`src/design/bmp24_stream_to_pixels_macros.svh`:
```
// Assertion macros shared by the decoder modules.
`ifndef BMP24_STREAM_TO_PIXELS_MACROS_SVH
`define BMP24_STREAM_TO_PIXELS_MACROS_SVH

// Same-cycle implication, disabled while reset is asserted.
`define BMP24_ASSERT_IMPLIES(lbl, clk, rstn, ante, cons) \
    lbl: assert property (@(posedge clk) disable iff (!rstn) (ante) |-> (cons)) \
        else $error("bmp24 same-cycle check failed");

// Next-cycle implication, disabled while reset is asserted.
`define BMP24_ASSERT_NEXT(lbl, clk, rstn, ante, cons) \
    lbl: assert property (@(posedge clk) disable iff (!rstn) (ante) |=> (cons)) \
        else $error("bmp24 next-cycle check failed");

`endif

```
`src/design/bmp24_pkg.sv`:
```
// Types and constants shared by the BMP decoder modules.
package bmp24_pkg;

    localparam logic [1:0] KIND_HEADER = 2'd0;
    localparam logic [1:0] KIND_PIXEL  = 2'd1;
    localparam logic [1:0] KIND_ERROR  = 2'd2;

    localparam logic [2:0] ERR_NONE         = 3'd0;
    localparam logic [2:0] ERR_SHORT_HEADER = 3'd1;
    localparam logic [2:0] ERR_SIGNATURE    = 3'd2;
    localparam logic [2:0] ERR_DEPTH        = 3'd3;
    localparam logic [2:0] ERR_COMPRESSED   = 3'd4;
    localparam logic [2:0] ERR_DIMENSIONS   = 3'd5;
    localparam logic [2:0] ERR_OFFSET       = 3'd6;
    localparam logic [2:0] ERR_SHORT_DATA   = 3'd7;

    localparam int          HDR_BYTES = 54;
    localparam logic [15:0] SIGNATURE = 16'h4D42;
    localparam logic [15:0] BIT_DEPTH = 16'd24;

    localparam int QUEUE_DEPTH = 4;
    localparam int QPTR_W      = $clog2(QUEUE_DEPTH);

    typedef struct packed {
        logic [1:0]  kind;
        logic [7:0]  red;
        logic [7:0]  green;
        logic [7:0]  blue;
        logic [12:0] column;
        logic [12:0] row;
        logic [23:0] pixel_index;
        logic [2:0]  error_code;
        logic        last_pixel;
    } result_t;

    // At most one queue entry per input byte; a short-data error may trail the result.
    typedef struct packed {
        result_t res;
        logic    add_short_data;
    } entry_t;

    typedef struct packed {
        logic full;
        logic empty;
    } q_status_t;

endpackage

```
`src/design/bmp24_front.sv`:
```
// Byte parser: header capture and checks, skip, pixel assembly and row padding.
`include "bmp24_stream_to_pixels_macros.svh"

module bmp24_front #(
    parameter int MAX_WIDTH  = 4096,
    parameter int MAX_HEIGHT = 4096
) (
    input  logic                aclk,
    input  logic                aresetn,
    input  logic                s_valid,
    output logic                s_ready,
    input  logic [7:0]          s_file_byte,
    input  logic                s_end_of_file,
    input  bmp24_pkg::q_status_t q_status,
    output logic                push_valid,
    output bmp24_pkg::entry_t   push_entry
);

    localparam int WW = $clog2(MAX_WIDTH + 1);
    localparam int HW = $clog2(MAX_HEIGHT + 1);
    localparam int PW = (WW + HW > 24) ? (WW + HW) : 24;

    localparam logic [2:0] PH_HEADER = 3'd0;
    localparam logic [2:0] PH_SKIP   = 3'd1;
    localparam logic [2:0] PH_PIXELS = 3'd2;
    localparam logic [2:0] PH_PAD    = 3'd3;
    localparam logic [2:0] PH_DONE   = 3'd4;
    localparam logic [2:0] PH_ERROR  = 3'd5;

    logic [2:0]    phase_reg, phase_next;
    logic [31:0]   pos_reg, pos_next;
    logic [15:0]   sig_reg, sig_next;
    logic [31:0]   offset_reg, offset_next;
    logic [31:0]   width_reg, width_next;
    logic [31:0]   height_reg, height_next;
    logic [15:0]   depth_reg, depth_next;
    logic [31:0]   comp_reg, comp_next;
    logic          bottom_up_reg, bottom_up_next;
    logic [WW-1:0] col_reg, col_next;
    logic [HW-1:0] src_reg, src_next;
    logic [HW-1:0] dest_reg, dest_next;
    logic [23:0]   base_reg, base_next;
    logic [1:0]    bip_reg, bip_next;
    logic [1:0]    pad_reg, pad_next;
    logic [7:0]    blue_reg, blue_next;
    logic [7:0]    green_reg, green_next;

    // Derived header values, settled long before the last header byte arrives.
    logic [31:0]   hmag_reg, hmag_next;
    logic [2:0]    hdr_err_reg, hdr_err_next;
    logic [23:0]   product_reg;
    logic [PW-1:0] product_full;

    logic          accept;
    logic [WW-1:0] width_w;
    logic [HW-1:0] hmag_h;
    logic [HW-1:0] hmag_m1;
    logic [WW-1:0] col_inc;
    logic [HW-1:0] src_inc;
    logic [1:0]    pad_inc;
    logic [31:0]   pos_inc;
    logic          start_row;
    logic          next_row;

    assign s_ready = !q_status.full;
    assign accept  = s_valid && s_ready;

    assign width_w = width_reg[WW-1:0];
    assign hmag_h  = hmag_reg[HW-1:0];
    assign hmag_m1 = hmag_h - 1'b1;
    assign col_inc = col_reg + 1'b1;
    assign src_inc = src_reg + 1'b1;
    assign pad_inc = pad_reg + 2'd1;
    assign pos_inc = pos_reg + 32'd1;

    assign hmag_next    = height_reg[31] ? (32'd0 - height_reg) : height_reg;
    assign product_full = PW'(width_w) * PW'(hmag_m1);

    always_comb begin
        if (sig_reg != bmp24_pkg::SIGNATURE) begin
            hdr_err_next = bmp24_pkg::ERR_SIGNATURE;
        end else if (depth_reg != bmp24_pkg::BIT_DEPTH) begin
            hdr_err_next = bmp24_pkg::ERR_DEPTH;
        end else if (comp_reg != 32'd0) begin
            hdr_err_next = bmp24_pkg::ERR_COMPRESSED;
        end else if (width_reg == 32'd0 || width_reg > 32'(MAX_WIDTH)) begin
            hdr_err_next = bmp24_pkg::ERR_DIMENSIONS;
        end else if (hmag_reg == 32'd0 || hmag_reg > 32'(MAX_HEIGHT)) begin
            hdr_err_next = bmp24_pkg::ERR_DIMENSIONS;
        end else if (offset_reg < 32'(bmp24_pkg::HDR_BYTES)) begin
            hdr_err_next = bmp24_pkg::ERR_OFFSET;
        end else begin
            hdr_err_next = bmp24_pkg::ERR_NONE;
        end
    end

    always_comb begin
        phase_next     = phase_reg;
        pos_next       = pos_reg;
        sig_next       = sig_reg;
        offset_next    = offset_reg;
        width_next     = width_reg;
        height_next    = height_reg;
        depth_next     = depth_reg;
        comp_next      = comp_reg;
        bottom_up_next = bottom_up_reg;
        col_next       = col_reg;
        src_next       = src_reg;
        dest_next      = dest_reg;
        base_next      = base_reg;
        bip_next       = bip_reg;
        pad_next       = pad_reg;
        blue_next      = blue_reg;
        green_next     = green_reg;
        push_valid     = 1'b0;
        push_entry     = '0;
        start_row      = 1'b0;
        next_row       = 1'b0;

        if (accept) begin
            unique case (phase_reg)
                PH_HEADER: begin
                    pos_next = pos_inc;
                    unique case (pos_reg[5:0])
                        6'd0:  sig_next[7:0]      = s_file_byte;
                        6'd1:  sig_next[15:8]     = s_file_byte;
                        6'd10: offset_next[7:0]   = s_file_byte;
                        6'd11: offset_next[15:8]  = s_file_byte;
                        6'd12: offset_next[23:16] = s_file_byte;
                        6'd13: offset_next[31:24] = s_file_byte;
                        6'd18: width_next[7:0]    = s_file_byte;
                        6'd19: width_next[15:8]   = s_file_byte;
                        6'd20: width_next[23:16]  = s_file_byte;
                        6'd21: width_next[31:24]  = s_file_byte;
                        6'd22: height_next[7:0]   = s_file_byte;
                        6'd23: height_next[15:8]  = s_file_byte;
                        6'd24: height_next[23:16] = s_file_byte;
                        6'd25: height_next[31:24] = s_file_byte;
                        6'd28: depth_next[7:0]    = s_file_byte;
                        6'd29: depth_next[15:8]   = s_file_byte;
                        6'd30: comp_next[7:0]     = s_file_byte;
                        6'd31: comp_next[15:8]    = s_file_byte;
                        6'd32: comp_next[23:16]   = s_file_byte;
                        6'd33: comp_next[31:24]   = s_file_byte;
                        default: ;
                    endcase
                    if (pos_reg == 32'(bmp24_pkg::HDR_BYTES - 1)) begin
                        push_valid = 1'b1;
                        if (hdr_err_reg != bmp24_pkg::ERR_NONE) begin
                            push_entry.res.kind       = bmp24_pkg::KIND_ERROR;
                            push_entry.res.error_code = hdr_err_reg;
                            phase_next                = PH_ERROR;
                        end else begin
                            bottom_up_next        = !height_reg[31];
                            push_entry.res.kind   = bmp24_pkg::KIND_HEADER;
                            push_entry.res.column = width_reg[12:0];
                            push_entry.res.row    = hmag_reg[12:0];
                            src_next              = '0;
                            if (offset_reg == 32'(bmp24_pkg::HDR_BYTES)) begin
                                start_row = 1'b1;
                            end else begin
                                phase_next = PH_SKIP;
                            end
                        end
                    end else if (s_end_of_file) begin
                        push_valid                = 1'b1;
                        push_entry.res.kind       = bmp24_pkg::KIND_ERROR;
                        push_entry.res.error_code = bmp24_pkg::ERR_SHORT_HEADER;
                        phase_next                = PH_ERROR;
                    end
                end
                PH_SKIP: begin
                    pos_next = pos_inc;
                    if (pos_inc == offset_reg) begin
                        start_row = 1'b1;
                    end
                end
                PH_PIXELS: begin
                    unique case (bip_reg)
                        2'd0: begin
                            blue_next = s_file_byte;
                            bip_next  = 2'd1;
                        end
                        2'd1: begin
                            green_next = s_file_byte;
                            bip_next   = 2'd2;
                        end
                        default: begin
                            push_valid                 = 1'b1;
                            push_entry.res.kind        = bmp24_pkg::KIND_PIXEL;
                            push_entry.res.red         = s_file_byte;
                            push_entry.res.green       = green_reg;
                            push_entry.res.blue        = blue_reg;
                            push_entry.res.column      = 13'(col_reg);
                            push_entry.res.row         = 13'(dest_reg);
                            push_entry.res.pixel_index = base_reg + 24'(col_reg);
                            push_entry.res.last_pixel  = (src_inc == hmag_h) &&
                                                         (col_inc == width_w);
                            bip_next = 2'd0;
                            col_next = col_inc;
                            if (col_inc >= width_w) begin
                                if (width_reg[1:0] == 2'd0) begin
                                    next_row = 1'b1;
                                end else begin
                                    pad_next   = 2'd0;
                                    phase_next = PH_PAD;
                                end
                            end
                        end
                    endcase
                end
                PH_PAD: begin
                    pad_next = pad_inc;
                    if (pad_inc >= width_reg[1:0]) begin
                        next_row = 1'b1;
                    end
                end
                default: ;
            endcase

            // Rows advance by one width; bottom-up files fill from the last row.
            if (next_row) begin
                src_next = src_inc;
                if (src_inc >= hmag_h) begin
                    phase_next = PH_DONE;
                end else begin
                    base_next  = bottom_up_reg ? (base_reg - 24'(width_w))
                                               : (base_reg + 24'(width_w));
                    dest_next  = bottom_up_reg ? (dest_reg - 1'b1) : (dest_reg + 1'b1);
                    col_next   = '0;
                    bip_next   = 2'd0;
                    pad_next   = 2'd0;
                    phase_next = PH_PIXELS;
                end
            end

            if (start_row) begin
                base_next  = bottom_up_next ? product_reg : 24'd0;
                dest_next  = bottom_up_next ? hmag_m1 : '0;
                col_next   = '0;
                bip_next   = 2'd0;
                pad_next   = 2'd0;
                phase_next = PH_PIXELS;
            end

            if (s_end_of_file && (phase_next == PH_SKIP || phase_next == PH_PIXELS ||
                                  phase_next == PH_PAD)) begin
                if (push_valid) begin
                    push_entry.add_short_data = 1'b1;
                end else begin
                    push_valid                = 1'b1;
                    push_entry.res.kind       = bmp24_pkg::KIND_ERROR;
                    push_entry.res.error_code = bmp24_pkg::ERR_SHORT_DATA;
                end
                phase_next = PH_ERROR;
            end
        end
    end

    always_ff @(posedge aclk) begin
        if (!aresetn) begin
            phase_reg     <= PH_HEADER;
            pos_reg       <= 32'd0;
            bottom_up_reg <= 1'b0;
            col_reg       <= '0;
            src_reg       <= '0;
            bip_reg       <= 2'd0;
            pad_reg       <= 2'd0;
        end else begin
            phase_reg     <= phase_next;
            pos_reg       <= pos_next;
            bottom_up_reg <= bottom_up_next;
            col_reg       <= col_next;
            src_reg       <= src_next;
            bip_reg       <= bip_next;
            pad_reg       <= pad_next;
        end
    end

    always_ff @(posedge aclk) begin
        sig_reg     <= sig_next;
        offset_reg  <= offset_next;
        width_reg   <= width_next;
        height_reg  <= height_next;
        depth_reg   <= depth_next;
        comp_reg    <= comp_next;
        dest_reg    <= dest_next;
        base_reg    <= base_next;
        blue_reg    <= blue_next;
        green_reg   <= green_next;
        hmag_reg    <= hmag_next;
        hdr_err_reg <= hdr_err_next;
        product_reg <= product_full[23:0];
    end

    `BMP24_ASSERT_IMPLIES(a_silent_when_finished, aclk, aresetn,
        phase_reg == PH_ERROR || phase_reg == PH_DONE, !push_valid)
    `BMP24_ASSERT_IMPLIES(a_pixel_on_third_byte, aclk, aresetn,
        push_valid && push_entry.res.kind == bmp24_pkg::KIND_PIXEL,
        phase_reg == PH_PIXELS && bip_reg == 2'd2)

endmodule

```
`src/design/bmp24_queue.sv`:
```
// Short result queue between the byte parser and the output stage.
`include "bmp24_stream_to_pixels_macros.svh"

module bmp24_queue (
    input  logic                 aclk,
    input  logic                 aresetn,
    input  logic                 push_valid,
    input  bmp24_pkg::entry_t    push_entry,
    input  logic                 pop,
    output bmp24_pkg::entry_t    head_entry,
    output bmp24_pkg::q_status_t q_status
);

    bmp24_pkg::entry_t                    mem_reg [bmp24_pkg::QUEUE_DEPTH];
    logic [bmp24_pkg::QPTR_W-1:0]         wr_ptr_reg;
    logic [bmp24_pkg::QPTR_W-1:0]         rd_ptr_reg;
    logic [bmp24_pkg::QPTR_W:0]           count_reg;

    assign head_entry     = mem_reg[rd_ptr_reg];
    assign q_status.full  = (count_reg == (bmp24_pkg::QPTR_W + 1)'(bmp24_pkg::QUEUE_DEPTH));
    assign q_status.empty = (count_reg == '0);

    always_ff @(posedge aclk) begin
        if (push_valid) begin
            mem_reg[wr_ptr_reg] <= push_entry;
        end
    end

    always_ff @(posedge aclk) begin
        if (!aresetn) begin
            wr_ptr_reg <= '0;
            rd_ptr_reg <= '0;
            count_reg  <= '0;
        end else begin
            if (push_valid) begin
                wr_ptr_reg <= wr_ptr_reg + 1'b1;
            end
            if (pop) begin
                rd_ptr_reg <= rd_ptr_reg + 1'b1;
            end
            unique case ({push_valid, pop})
                2'b10:   count_reg <= count_reg + 1'b1;
                2'b01:   count_reg <= count_reg - 1'b1;
                default: count_reg <= count_reg;
            endcase
        end
    end

    `BMP24_ASSERT_IMPLIES(a_no_push_when_full, aclk, aresetn, q_status.full, !push_valid)
    `BMP24_ASSERT_IMPLIES(a_no_pop_when_empty, aclk, aresetn, q_status.empty, !pop)
    `BMP24_ASSERT_NEXT(a_count_tracks_push, aclk, aresetn, push_valid && !pop,
        count_reg == $past(count_reg) + 1'b1)

endmodule

```
`src/design/bmp24_back.sv`:
```
// Output stage: pops queue entries and presents one result per cycle while m_ready is high.
`include "bmp24_stream_to_pixels_macros.svh"

module bmp24_back (
    input  logic                 aclk,
    input  logic                 aresetn,
    input  bmp24_pkg::q_status_t q_status,
    input  bmp24_pkg::entry_t    head_entry,
    output logic                 pop,
    output logic                 m_valid,
    input  logic                 m_ready,
    output logic [1:0]           m_kind,
    output logic [7:0]           m_red,
    output logic [7:0]           m_green,
    output logic [7:0]           m_blue,
    output logic [12:0]          m_column,
    output logic [12:0]          m_row,
    output logic [23:0]          m_pixel_index,
    output logic [2:0]           m_error_code,
    output logic                 m_last_pixel,
    output logic                 m_end_of_run
);

    logic               valid_reg, valid_next;
    logic               pending_reg, pending_next;
    logic               eor_reg, eor_next;
    bmp24_pkg::result_t out_reg, out_next;
    logic               load;

    assign load = !valid_reg || m_ready;

    always_comb begin
        valid_next   = valid_reg;
        pending_next = pending_reg;
        eor_next     = eor_reg;
        out_next     = out_reg;
        pop          = 1'b0;
        if (load) begin
            if (pending_reg) begin
                // The short-data error that trails the result just delivered.
                out_next            = '0;
                out_next.kind       = bmp24_pkg::KIND_ERROR;
                out_next.error_code = bmp24_pkg::ERR_SHORT_DATA;
                eor_next            = 1'b1;
                pending_next        = 1'b0;
                valid_next          = 1'b1;
            end else if (!q_status.empty) begin
                pop          = 1'b1;
                out_next     = head_entry.res;
                eor_next     = !head_entry.add_short_data;
                pending_next = head_entry.add_short_data;
                valid_next   = 1'b1;
            end else begin
                valid_next = 1'b0;
            end
        end
    end

    always_ff @(posedge aclk) begin
        if (!aresetn) begin
            valid_reg   <= 1'b0;
            pending_reg <= 1'b0;
        end else begin
            valid_reg   <= valid_next;
            pending_reg <= pending_next;
        end
    end

    always_ff @(posedge aclk) begin
        out_reg <= out_next;
        eor_reg <= eor_next;
    end

    assign m_valid       = valid_reg;
    assign m_kind        = out_reg.kind;
    assign m_red         = out_reg.red;
    assign m_green       = out_reg.green;
    assign m_blue        = out_reg.blue;
    assign m_column      = out_reg.column;
    assign m_row         = out_reg.row;
    assign m_pixel_index = out_reg.pixel_index;
    assign m_error_code  = out_reg.error_code;
    assign m_last_pixel  = out_reg.last_pixel;
    assign m_end_of_run  = eor_reg;

    `BMP24_ASSERT_IMPLIES(a_pending_follows_first, aclk, aresetn, pending_reg,
        valid_reg && !eor_reg)

endmodule

```
`src/design/bmp24_stream_to_pixels.sv`:
```
// Top level of the byte-serial 24-bit BMP decoder.
//
// Input channel (s_): one file byte per request, s_end_of_file marks the last
// byte. Result channel (m_): header, pixel and error results; m_end_of_run is
// set on the last result caused by a byte. A byte causes at most two results.
// The first 54 bytes are the headers; on the 54th the header is checked and
// either a header result or an error is sent. Bytes up to the data offset are
// skipped, then every third pixel byte yields an RGB pixel with its top-down
// row, column and index. After an error or the final row, bytes are consumed
// silently until reset.
// Throughput: one byte per cycle while s_ready is high. A result passes from
// the parser into a four-entry queue, then the output register; a byte
// with two results presents them on the output one after the other.
// When the receiver stalls, results collect in the queue and s_ready falls
// once the queue holds four entries.
// Reset (aresetn low, synchronous) empties the queue and output register and
// restarts header parsing at byte zero.
module bmp24_stream_to_pixels #(
    parameter int MAX_WIDTH  = 4096,
    parameter int MAX_HEIGHT = 4096
) (
    input  logic        aclk,
    input  logic        aresetn,
    input  logic        s_valid,
    output logic        s_ready,
    input  logic [7:0]  s_file_byte,
    input  logic        s_end_of_file,
    output logic        m_valid,
    input  logic        m_ready,
    output logic [1:0]  m_kind,
    output logic [7:0]  m_red,
    output logic [7:0]  m_green,
    output logic [7:0]  m_blue,
    output logic [12:0] m_column,
    output logic [12:0] m_row,
    output logic [23:0] m_pixel_index,
    output logic [2:0]  m_error_code,
    output logic        m_last_pixel,
    output logic        m_end_of_run
);

    logic                 push_valid;
    bmp24_pkg::entry_t    push_entry;
    bmp24_pkg::entry_t    head_entry;
    bmp24_pkg::q_status_t q_status;
    logic                 pop;

    bmp24_front #(
        .MAX_WIDTH  (MAX_WIDTH),
        .MAX_HEIGHT (MAX_HEIGHT)
    ) u_front (
        .aclk          (aclk),
        .aresetn       (aresetn),
        .s_valid       (s_valid),
        .s_ready       (s_ready),
        .s_file_byte   (s_file_byte),
        .s_end_of_file (s_end_of_file),
        .q_status      (q_status),
        .push_valid    (push_valid),
        .push_entry    (push_entry)
    );

    bmp24_queue u_queue (
        .aclk       (aclk),
        .aresetn    (aresetn),
        .push_valid (push_valid),
        .push_entry (push_entry),
        .pop        (pop),
        .head_entry (head_entry),
        .q_status   (q_status)
    );

    bmp24_back u_back (
        .aclk          (aclk),
        .aresetn       (aresetn),
        .q_status      (q_status),
        .head_entry    (head_entry),
        .pop           (pop),
        .m_valid       (m_valid),
        .m_ready       (m_ready),
        .m_kind        (m_kind),
        .m_red         (m_red),
        .m_green       (m_green),
        .m_blue        (m_blue),
        .m_column      (m_column),
        .m_row         (m_row),
        .m_pixel_index (m_pixel_index),
        .m_error_code  (m_error_code),
        .m_last_pixel  (m_last_pixel),
        .m_end_of_run  (m_end_of_run)
    );

endmodule

```
`config.mk`:
```
export PLATFORM = sky130hd
export DESIGN_NAME = bmp24_stream_to_pixels
export DESIGN_NICKNAME = d
export VERILOG_FILES = /design/src/design/bmp24_pkg.sv /design/src/design/bmp24_front.sv /design/src/design/bmp24_queue.sv /design/src/design/bmp24_back.sv /design/src/design/bmp24_stream_to_pixels.sv
export VERILOG_INCLUDE_DIRS = /design/src /design/src/design
export SDC_FILE = /design/constraint.sdc
export NUM_CORES = 1
export LEC_CHECK = 0
export BUFFER_PORTS_ARGS = -buffer_cell sky130_fd_sc_hd__buf_2
export CORE_MARGIN = 3
export CORE_UTILIZATION = 46
export CTS_CLUSTER_DIAMETER = 100
export CTS_CLUSTER_SIZE = 24
export DETAILED_ROUTE_END_ITERATION = 7
export PLACE_DENSITY = 0.59
export SETUP_SLACK_MARGIN = 0.05
export SYNTH_ARGS = -nofsm -noshare
export SYNTH_HDL_FRONTEND = slang
export SYNTH_HIERARCHICAL = 1
export SYNTH_SLANG_ARGS = --single-unit
```
`constraint.sdc`:
```
create_clock -name aclk -period 11.6 [get_ports aclk]
set_input_delay 0.58 -clock aclk [delete_from_list [all_inputs] [get_ports aclk]]
set_output_delay 0.58 -clock aclk [all_outputs]
set_load 0.1 [all_outputs]
```
; Word level (Yosys, flattened, before mapping)
; Memories as Yosys holds them, arrays and structs flattened. A register that Yosys moved wholly into a read port is not among the register bits.
; Index checks and enable logic that the tools add are counted.
[totals]
regBits = 428
ram_bits = 324
inputBits = 13
out_inout_bits = 83
memories = 1
[op_classes]
n_addsub = 15
n_mul = 1
n_lt_le_gt_ge = 6
n_eq_ne = 39
mux = 109
n_reduce_logical = 54
[memory_table]
columns = name, depth, word_bits, rd, rd_clocked_by_memory_dff, write_ports, line
row1 = u_queue.mem_reg, 4, 81, 1, 1, 1, bmp24_queue.sv:14  ; bmp24_pkg::entry_t mem_reg [bmp24_pkg::QUEUE_DEPTH];
[ops]
columns = cell, count
row1 = $mux 13, 14
row2 = $mux 24, 7
row3 = $mux 81, 1
row4 = $mux 80, 1
row5 = $mux 75, 1
row6 = $eq 6x5->1 const B, 12
row7 = $reduce_and 3->1, 23
row8 = $eq 32x6->1 const B, 2
row9 = $gt 32x13->1 const B, 2
row10 = $logic_not 32->1, 2
row11 = $mux 3, 21
row12 = $mux 26, 2
row13 = $pmux 26 s2, 1
row14 = $add 24x13->24, 2
row15 = $add 13x1->13 const B, 3
row16 = $mux 1, 35
row17 = $mux 2, 17
row18 = $add 32x1->32 const B, 1
row19 = $eq 32x32->1, 1
row20 = $lt 32x6->1 const B, 1
row21 = $reduce_bool 32->1, 1
row22 = $sub 1x32->32 const A, 1
row23 = $mux 31, 1
row24 = $eq 13x13->1, 2
row25 = 33 further kinds, 70

; Depth between registers and ports, before layout
; Gate-level depths: netlist of run 1.
[depth]
ltp_word = 17
ltp_mapped = 28

; Hierarchy
; Netlist of run 1, hierarchy kept.
[modules_own_cells]
columns = mod, instances, cells_per_inst, area_each_um2
row1 = bmp24_front, 1, 2375, 22984.5
row2 = bmp24_queue, 1, 469, 12219.2
row3 = bmp24_back, 1, 182, 3088.0

; Least setup slack after synthesis of run 1
; No wires, ideal clock.
[synth_timing]
kind = register to register
start = register u_front.hmag_reg[0]
end = register u_front.product_reg[23]
setup_ns = 0.072
arrival_ns = 6.719
setup_slack_ns = 4.808
stages_incl_launch_ff = 27
synth_period_minus_slack_ns = 6.792
path_cell_list = dfxtp_1 -> clkbuf_1 -> inv_1 -> ha_1 -> nand2_1 -> or3_1 -> or3_1 -> xnor2_1 -> nand2_1 -> fa_1 -> fa_1 -> inv_1 -> fa_1 -> fa_1 -> inv_1 -> fa_1 -> inv_1 -> ha_1 -> and2_1 -> o21ai_0 -> o31ai_1 -> nor4_1 -> o31ai_1 -> o41a_1 -> a21o_1 -> a21oi_1 -> xnor2_1
[synth_via]
elab_chain_cells = 2
[synth_rtl]
columns = element, line
row1 = "start, declared", bmp24_front.sv:49  ; logic [31:0] hmag_reg, hmag_next;
row2 = "start signal, assigned", bmp24_front.sv:291  ; hmag_reg <= hmag_next;
row3 = $sub 13x1->13, bmp24_front.sv:70  ; assign hmag_m1 = hmag_h - 1'b1;
row4 = $mul 13x13->24, bmp24_front.sv:77  ; assign product_full = PW'(width_w) * PW'(hmag_m1);
row5 = named net u_front.product_full[23], bmp24_front.sv:52  ; logic [PW-1:0] product_full;
row6 = "end signal, assigned", bmp24_front.sv:293  ; product_reg <= product_full[23:0];
row7 = "end, declared", bmp24_front.sv:51  ; logic [23:0] product_reg;
; The timed path passes the listed nets, and every way through them passes these cells.
; A chain may end at the register's enable or synchronous reset.

; Worst setup path in the final report of run 1
; Ends and elaborated chain as after synthesis.

==> flow_summary.ini, run 1 <==
[detailed_routing]
avgRoutedWirePerCell_um = 20.6
vias = 23277
dr.pass1.iters = 6
drt_iter0_drc = 1791
ant_nets = 0
finalWirelength_um = 85800
viasPerCell = 5.58
drc = 0

[timing]
rsz0062_at_grt = false
setup_ws_ns = 3.89
period_needed_ns = 7.71
final_hold_viol_count = 0
relSlewSlack_pct = 15.4
setup_viol = 0
skew_ns = 0.0219
worst_pin_slew_ns = 1.26
tns_ns = 0
fin_crit_sh_pct = 66.4
fmax_mhz = 130
report.final.slew_viol_count = 0

[die]
die_area_mm2 = 0.0867
die_h_um = 295
die_w_um = 295
core_mm2 = 0.0822
start_util_pct = 46.6
num_rows = 105
ios = 96

[finish]
nets = 3361
drive_gt1_share_pct = 9.96
fin_cells = 4173
regArea_mm2 = 0.0213
fin_util_pct = 49.8
largest_reg_flops = 324
nFillCells = 7138
multiInputGateArea_mm2 = 0.0156
areaGrowthSynthToFinish_pct = 6.95

[synthesis]
synth_top_family_by_area = simple AND/OR/NAND/NOR gates
synth_nets = 3315
synth_largest_area_cell = edfxtp_1
synthSimpleGateAreaFrac_pct = 12.8
synth_top_area_share_pct = 48.5
synth_cell_types = 84
synthMuxAreaShare_pct = 5.11
yosysWarnings = 6
postSynthAreaPerCell_um2 = 12.7
synthTopCellsByArea = edfxtp_1, dfxtp_1, fa_1
synth_area_mm2 = 0.0383
ys.flop_type = edfxtp_1
ys_ff_latch = 754
synth-edff-count = 618
netlist_top_cells_count = edfxtp_1, nand2_1, inv_1
synth_xor_area_share_pct = 5.05
netlist_instances = 3026
synth_compound_area_share_pct = 6.13
seq_area_frac_synth_pct = 55.6
synth_fa_ha_area_share_pct = 11.4
async_flop_share_pct = 0
yosysMostFrequentCell = edfxtp_1

[run_status]
status = completed

[setup_path]
crit_path_start = u_front/hmag_reg[0]
crit_end = u_front/product_reg[23]
required_ns = 12.13
r2r_slack_ns = 3.89
crit_path_end_kind = flop
r2r_start = u_front/hmag_reg[0]
crit_arrival_ns = 8.24
reg2reg_to = u_front/product_reg[23]
critPathMaxFanout = 17
critical_path_class = flop to flop
reg2reg_depth = 25
crit_path_start_kind = flop

[power_and_ir_drop]
power_frac_comb_pct = 28.4
p_leak_nw = 15.1
power.switching_mw = 2.51
peakVddDrop_mv = 0.200
pwr-share-clk_pct = 22.3
p_int_mw = 4.31
p_per_area_mw_per_mm2 = 167
seqPwrFrac_pct = 49.2
totalPowerFinal_mw = 6.82
sw_frac_of_total_pct = 36.8

[place]
hpwl_um = 59300
dp_cells = 4102
pre_cts_ws_ns = 3.89
io_buffers = 95
gp_congestion = 0.876

[cts]
clkSinkCount = 754
cts-hold-fix-buffers = 0
postCtsSetupBuffers = 0
cts_root_buffer = clkbuf_16
cts.clk_slew.worst_paths_ns = 0.10
ctsResizeCount = 0
tritoncts = yes
insertion_delay_ns = 0.61
cts_buffers = 38
cts_buffer_depth = 3
htreeDepth = 2

[global_routing]
grtUsageTotal_pct = 20.0
antenna_found_initial = 2
gr-total-overflow = 0
grt_pass1_wl_um = 136000
grt_max_degree = 68
grt_pass1_vias = 23780

[min_path]
holdCritStartpoint = s_end_of_file
hold_class = input pin to flop

[flow_run]
maxCapViolations = 0
layer usage:
layer | part of all wire, % | wire, um | track usage, %
met1 | 46 | 39600 | 28.8
met3 | 4.7 | 4010 | 2.28
met2 | 47 | 40500 | 32.7
met5 | 0 | 0 | 0
met4 | 1.9 | 1620 | 4.44
metrics by stage:
step,hold WS (ns),instance area (um2)
floorplan,0.395,38300
global placement,0.458,39800
detailed placement,0.458,39800
CTS,0.251,40900
global route,0.271,41000
finish,0.285,41000
critical path: stages, from the launching register on:
cell	delay [ns]
dfxtp_1	0.55
inv_1	0.21
ha_1	0.23
nand2_1	0.12
or3_1	0.44
or3_1	0.39
xnor2_1	0.50
nand2_1	0.16
fa_1	0.53
fa_1	0.55
inv_1	0.06
fa_1	0.50
fa_1	0.55
inv_1	0.06
fa_1	0.53
inv_1	0.04
ha_1	0.35
and2_1	0.17
o21ai_0	0.15
o31ai_1	0.14
nor4_1	0.35
o31ai_1	0.19
o41a_1	0.37
a21o_1	0.19
a21oi_1	0.18
xnor2_1	0.13
power groups by stage:
stage          Clock [mW]  Sequential, mW  Combinational (mW)
2_1_floorplan           0            4.52               0.574
4_1_cts              1.58            3.37                1.97
3_5_place_dp            0            3.43                1.97
3_3_place_gp            0            3.42                1.95
5_1_grt              1.67            3.39                2.03
6_report             1.52            3.36                1.94
worst min path at each step:
stage | end | slack (ns) | cells past startpoint
4_1_cts | u_front/phase_reg[2] | 0.25 | 3
2_1_floorplan | u_front/hmag_reg[0] | 0.40 | 0
3_5_place_dp | u_front/hmag_reg[0] | 0.46 | 0
5_1_grt | u_front/phase_reg[2] | 0.27 | 3
6_report | u_front/phase_reg[2] | 0.28 | 3
3_3_place_gp | u_front/src_reg[9] | 0.46 | 2
layout make-up:
class,count,area share (%)
sequential,754,52.0
timing repair buffer,130,1.80
clock inverter,5,0.162
clock buffer,65,2.70
antenna,1,0.00611
tap,1070,3.27
multi-input combinational,1924,38.0
inverter,224,2.05
cell families after synthesis:
logic type | count (synthesis)
adders and majority gates | 276
buffers and inverters | 348
DFF | 754
muxes | 94
AOI/OAI and AO/OA | 366
and+or+nand+nor | 967
xor gates and xnor gates | 221
cell usage in the layout, fill, tap and decap left out, types with 26 or more instances in the layout:
cell	count
a21o_1	27
a21oi_1	79
and2_1	68
buf_2	95
buf_4	35
clkbuf_16	40
dfxtp_1	133
edfxtp_1	618
fa_1	124
ha_1	152
inv_1	220
mux4_2	81
nand2_1	254
nand2b_1	30
nand3_1	61
nand4_1	35
nor2_1	217
nor2b_1	98
nor3_1	43
nor4_1	48
o21ai_0	107
or3_1	26
xnor2_1	139
xor2_1	81
Note: power is estimated with default switching activity, not from simulation.
==> run 2, diff against run 1 <==
--- a/config.mk
+++ b/config.mk
@@ -6,6 +6,7 @@
 export SDC_FILE = /design/constraint.sdc
 export NUM_CORES = 1
 export LEC_CHECK = 0
+export ABC_AREA = 1
 export BUFFER_PORTS_ARGS = -buffer_cell sky130_fd_sc_hd__buf_2
 export CORE_MARGIN = 3
 export CORE_UTILIZATION = 46
==> constraint.sdc (replaced) <==
create_clock -name aclk -period 7.4 [get_ports aclk]
set_input_delay 0.37 -clock aclk [delete_from_list [all_inputs] [get_ports aclk]]
set_output_delay 0.37 -clock aclk [all_outputs]
set_load 0.1 [all_outputs]
==> flow_summary.ini, run 2 <==
[finish]
fin_util_pct = 50.1
drive_gt1_share_pct = 6.10
final_common_cell = nand2_1
areaGrowthSynthToFinish_pct = 7.00
regArea_mm2 = 0.0213
nets = 4343
multiInputGateArea_mm2 = 0.0153
layout_common_cells = nand2_1, edfxtp_1, inv_1, nor2_1, o21ai_0
nFillCells = 7887
largest_reg_flops = 324

[synthesis]
postSynthAreaPerCell_um2 = 9.85
async_flop_share_pct = 0
synth_top_area_share_pct = 47.0
synth_largest_area_cell = edfxtp_1
synth_nets = 4294
synthMuxAreaShare_pct = 0.0285
ys.flop_type = edfxtp_1
synth_top_family_by_area = simple AND/OR/NAND/NOR gates
yosysMostFrequentCell = nand2_1
netlist_instances = 4005
synth_area_mm2 = 0.0395
synth-edff-count = 618
synth_compound_area_share_pct = 8.90
ys_ff_latch = 754
netlist_top_cells_count = nand2_1, edfxtp_1, inv_1
synthTopCellsByArea = edfxtp_1, dfxtp_1, fa_1
seq_area_frac_synth_pct = 53.9
yosysWarnings = 6
synth_fa_ha_area_share_pct = 11.1
synth_xor_area_share_pct = 2.52
synth_cell_types = 57
synthSimpleGateAreaFrac_pct = 16.2

[global_routing]
grt_pass1_vias = 26856
gr-total-overflow = 0
antenna_found_initial = 2
grt_max_degree = 89
grtUsageTotal_pct = 21.8
grt_pass1_wl_um = 153000

[die]
num_rows = 106
ios = 96
core_mm2 = 0.0844
die_area_mm2 = 0.0894
die_w_um = 299
start_util_pct = 46.8
die_h_um = 299

[min_path]
holdCritStartpoint = m_ready
hold_path_end = u_back/pending_reg
hold_class = input pin to flop
hold_depth = 4

[setup_path]
critical_path.slowest_cell = fa_1
r2r_start = u_front/hmag_reg[0]
critPathMaxFanout = 16
required_ns = 7.89
path_delay_family = adder cells
worst-path-stages = 29
critPathMostFrequentCell = nand2_1
reg2reg_depth = 29
crit_path_end_kind = flop
cp_num_buf_inv = 7
r2r_slack_ns = 1.0
reg2reg_to = u_front/product_reg[20]
crit_path_start_kind = flop
crit_arrival_ns = 6.89
critical_path_class = flop to flop
worst_path_largest_cell_delay_ns = 0.54

[timing]
skew_ns = 0.0247
fmax_mhz = 156
final_hold_viol_count = 0
period_needed_ns = 6.40
setup_ws_ns = 0.997
report.final.slew_viol_count = 0
fin_crit_sh_pct = 86.5
worst_pin_slew_ns = 1.28
rsz0062_at_grt = false
setup_viol = 0
tns_ns = 0
relSlewSlack_pct = 14.7

[cts]
cts_buffer_depth = 3
cts-hold-fix-buffers = 0
tritoncts = yes
cts_root_buffer = clkbuf_16
cts.clk_slew.worst_paths_ns = 0.09
ctsResizeCount = 0
clkSinkCount = 754
postCtsSetupBuffers = 0
cts_buffers = 39
htreeDepth = 2
insertion_delay_ns = 0.61

[power_and_ir_drop]
power.switching_mw = 5.07
peakVddDrop_mv = 0.349
pwr-share-clk_pct = 20.1
power_frac_comb_pct = 35.0
p_leak_nw = 17.2
sw_frac_of_total_pct = 41.5
p_per_area_mw_per_mm2 = 289
seqPwrFrac_pct = 44.9
p_int_mw = 7.15

[detailed_routing]
avgRoutedWirePerCell_um = 18.7
finalWirelength_um = 97700
ant_nets = 0
viasPerCell = 5.32
drc = 0
vias = 27773
drt_iter0_drc = 2229
dr.pass1.iters = 6

[flow_run]
maxCapViolations = 0

[place]
hpwl_um = 67300
pre_cts_ws_ns = 1.08
io_buffers = 95
gp_congestion = 0.938

[run_status]
status = completed
-- run 2: cell families (layout without fill, tap and decap cells) --
logic type	after synthesis	in the layout
other	0	1
xor gates and xnor gates	109	109
muxes	1	1
AOI/OAI and AO/OA	651	651
DFF	754	754
adders and majority gates	276	276
buffers and inverters	695	775
and+or+nand+nor	1519	1519
-- run 2: worst max path at each step --
stage	to	slack, ns	startpoint
2_1_floorplan	u_front/product_reg[20]	1.79	u_front/hmag_reg[0]
3_3_place_gp	u_front/product_reg[20]	1.18	u_front/hmag_reg[0]
3_5_place_dp	u_front/product_reg[20]	1.08	u_front/hmag_reg[0]
4_1_cts	u_front/product_reg[20]	1.05	u_front/hmag_reg[0]
5_1_grt	u_front/product_reg[20]	0.43	u_front/hmag_reg[0]
6_report	u_front/product_reg[20]	1.0	u_front/hmag_reg[0]
-- run 2: worst reg2reg max path: cells and delay by family (launching register included) --
family | cells | cell delay [ns]
adder cells (fa/ha/maj) | 7 | 3.14
AND/OR/NAND/NOR | 10 | 1.04
buffers and inverters | 7 | 0.90
AO/OA/AOI/OAI | 4 | 0.75
flip-flops | 1 | 0.32
XOR/XNOR | 1 | 0.15
-- run 2: final cells by class --
| type | instances | share of cell area [%] |
|---|---|---|
| diodes | 1 | 0.00593 |
| clock buffers | 62 | 2.57 |
| clock inverters | 10 | 0.358 |
| inverters | 571 | 5.12 |
| multi-input cells | 2556 | 36.3 |
| flip-flops and latches | 754 | 50.4 |
| well taps | 1134 | 3.36 |
| repair buffers | 132 | 1.90 |
-- run 2: routing by layer --
metal  global-route usage [%]  share of wire, %
met5                        0                 0
met1                     31.2                46
met3                     3.28               6.2
met2                     34.8                45
met4                     5.72               2.6
-- run 2: through the flow --
stage	instance area (um2)	total power [mW]	instances	hold slack, ns
floorplan	39500	9.10	4005	0.371
global placement	41000	9.86	5147	0.415
detailed placement	41000	9.89	5147	0.418
CTS	42200	12.3	5219	0.0151
global route	42200	12.8	5220	0.0565
finish	42200	12.2	5220	0.0636
-- run 2: power groups by stage --
stage	clock (mW)	sequential, mW	combinational (mW)
2_1_floorplan	0	7.24	1.86
3_5_place_dp	0	5.59	4.30
6_report	2.46	5.48	4.27
3_3_place_gp	0	5.58	4.28
5_1_grt	2.67	5.54	4.63
4_1_cts	2.54	5.49	4.31
==> run 3, diff against run 2 <==
--- a/config.mk
+++ b/config.mk
@@ -14,6 +14,7 @@
 export CTS_CLUSTER_SIZE = 24
 export DETAILED_ROUTE_END_ITERATION = 7
 export PLACE_DENSITY = 0.59
+export RECOVER_POWER = 25
 export SETUP_SLACK_MARGIN = 0.05
 export SYNTH_ARGS = -nofsm -noshare
 export SYNTH_HDL_FRONTEND = slang
==> flow_summary.ini, run 3 (same netlist as run 2, synthesis figures left out) <==
[die]
die_w_um = 299
die_area_mm2 = 0.0894
die_h_um = 299
start_util_pct = 46.8
ios = 96
core_mm2 = 0.0844
num_rows = 106

[setup_path]
crit_path_start_kind = flop
required_ns = 7.89
critPathMaxFanout = 16
crit_arrival_ns = 6.91
crit_path_end_kind = flop
critPathMostFrequentCell = nand2_1
critical_path.slowest_cell = fa_1
critical_path_class = flop to flop
worst_path_largest_cell_delay_ns = 0.54

[cts]
cts.clk_slew.worst_paths_ns = 0.09
cts_root_buffer = clkbuf_16
tritoncts = yes
cts-hold-fix-buffers = 0
htreeDepth = 2
ctsResizeCount = 0
cts_buffers = 39
cts_buffer_depth = 3
insertion_delay_ns = 0.60
postCtsSetupBuffers = 0
clkSinkCount = 754

[timing]
rsz0062_at_grt = false
skew_ns = 0.0249
final_hold_viol_count = 0
fin_crit_sh_pct = 86.8
setup_ws_ns = 0.975
worst_pin_slew_ns = 2.92
report.final.slew_viol_count = 480
tns_ns = 0
period_needed_ns = 6.42
setup_viol = 0
fmax_mhz = 156
relSlewSlack_pct = -94.7

[power_and_ir_drop]
peakVddDrop_mv = 0.335
power.switching_mw = 5.07
p_per_area_mw_per_mm2 = 289
power_frac_comb_pct = 34.6
totalPowerFinal_mw = 12.2
sw_frac_of_total_pct = 41.7
seqPwrFrac_pct = 45.2
pwr-share-clk_pct = 20.2
p_int_mw = 7.11
p_leak_nw = 16.9

[finish]
nFillCells = 7944
areaGrowthSynthToFinish_pct = 6.64
layout_common_cells = nand2_1, edfxtp_1, inv_1, nor2_1, o21ai_0
final_common_cell = nand2_1
nets = 4343
drive_gt1_share_pct = 3.72
largest_reg_flops = 324

[detailed_routing]
viasPerCell = 5.32
ant_nets = 0
finalWirelength_um = 97900
drc = 0
dr.pass1.iters = 6
drt_iter0_drc = 2183
avgRoutedWirePerCell_um = 18.7
vias = 27796

[place]
io_buffers = 95
gp_congestion = 0.938
pre_cts_ws_ns = 1.08
hpwl_um = 67300

[run_status]
violations = max-capacitance violations, max-slew violations
status = finished, violations left

[global_routing]
grtUsageTotal_pct = 21.8
gr-total-overflow = 0
grt_pass1_vias = 26856
antenna_found_initial = 2
grt_pass1_wl_um = 153000
grt_max_degree = 89

[min_path]
hold_class = input pin to flop

[flow_run]
maxCapViolations = 13
==> run 3: worst paths after layout <==
kind / from / slack (ns) / endpoint / depth (start not counted)
setup / recovery: u_front/hmag_reg[0] / 0.98 / u_front/product_reg[20] / 28
hold / removal: m_ready / 0.07 / u_back/pending_reg / 4
setup reg to reg: u_front/hmag_reg[0] / 0.98 / u_front/product_reg[20] / 28
hold reg to reg: u_front/height_reg[0] / 0.43 / u_front/hmag_reg[0] / 0
==> run 3: critical path: cells and delay by family (launching register included) <==
family	cells	cell delay [ns]
AOI/OAI and AO/OA	4	0.75
xor gates and xnor gates	1	0.15
adders and majority gates	6	2.92
buffers and inverters	7	0.84
DFF	1	0.31
and+or+nand+nor	10	1.37
==> run 3: layout make-up <==
class / instances / area [um2] / share of cell area (%)
Clock buffer: 62 / 1080 / 2.57
Inverter: 571 / 2150 / 5.12
Tap cell: 1134 / 1420 / 3.37
Sequential cell: 754 / 21300 / 50.6
Multi-Input combinational cell: 2556 / 15300 / 36.4
Timing Repair Buffer: 132 / 676 / 1.61
Antenna cell: 1 / 2.50 / 0.00595
Clock inverter: 10 / 151 / 0.360
==> run 3: metrics by stage <==
stage | utilization [%] | area, um2 | std cells | hold WS [ns]
final | 49.9 | 42100 | 5220 | 0.0696
after global routing | 49.9 | 42100 | 5220 | 0.0643
after CTS | 50.1 | 42200 | 5219 | 0.0151
after detailed placement | 48.6 | 41000 | 5147 | 0.418
after global placement | 48.6 | 41000 | 5147 | 0.415
after floorplan | - | 39500 | 4005 | 0.371
==> run 3: power by group through the flow <==
stage               clock network [mW]  logic (mW)  registers [mW]
floorplan                            0        1.86            7.24
global placement                     0        4.28            5.58
detailed placement                   0        4.30            5.59
global route                      2.67        4.57            5.57
finish                            2.46        4.21            5.51
CTS                               2.54        4.31            5.49
==> run 3: layer usage <==
layer	vias to the layer above	share of wire [%]	GRT usage, %	wire length (um)
met5	-	0	0	0
met4	0	2.6	5.72	2500
met3	127	6.2	3.28	6090
met2	779	45	34.8	44100
met1	13409	46	31.2	45100
li1	13481	-	-	-
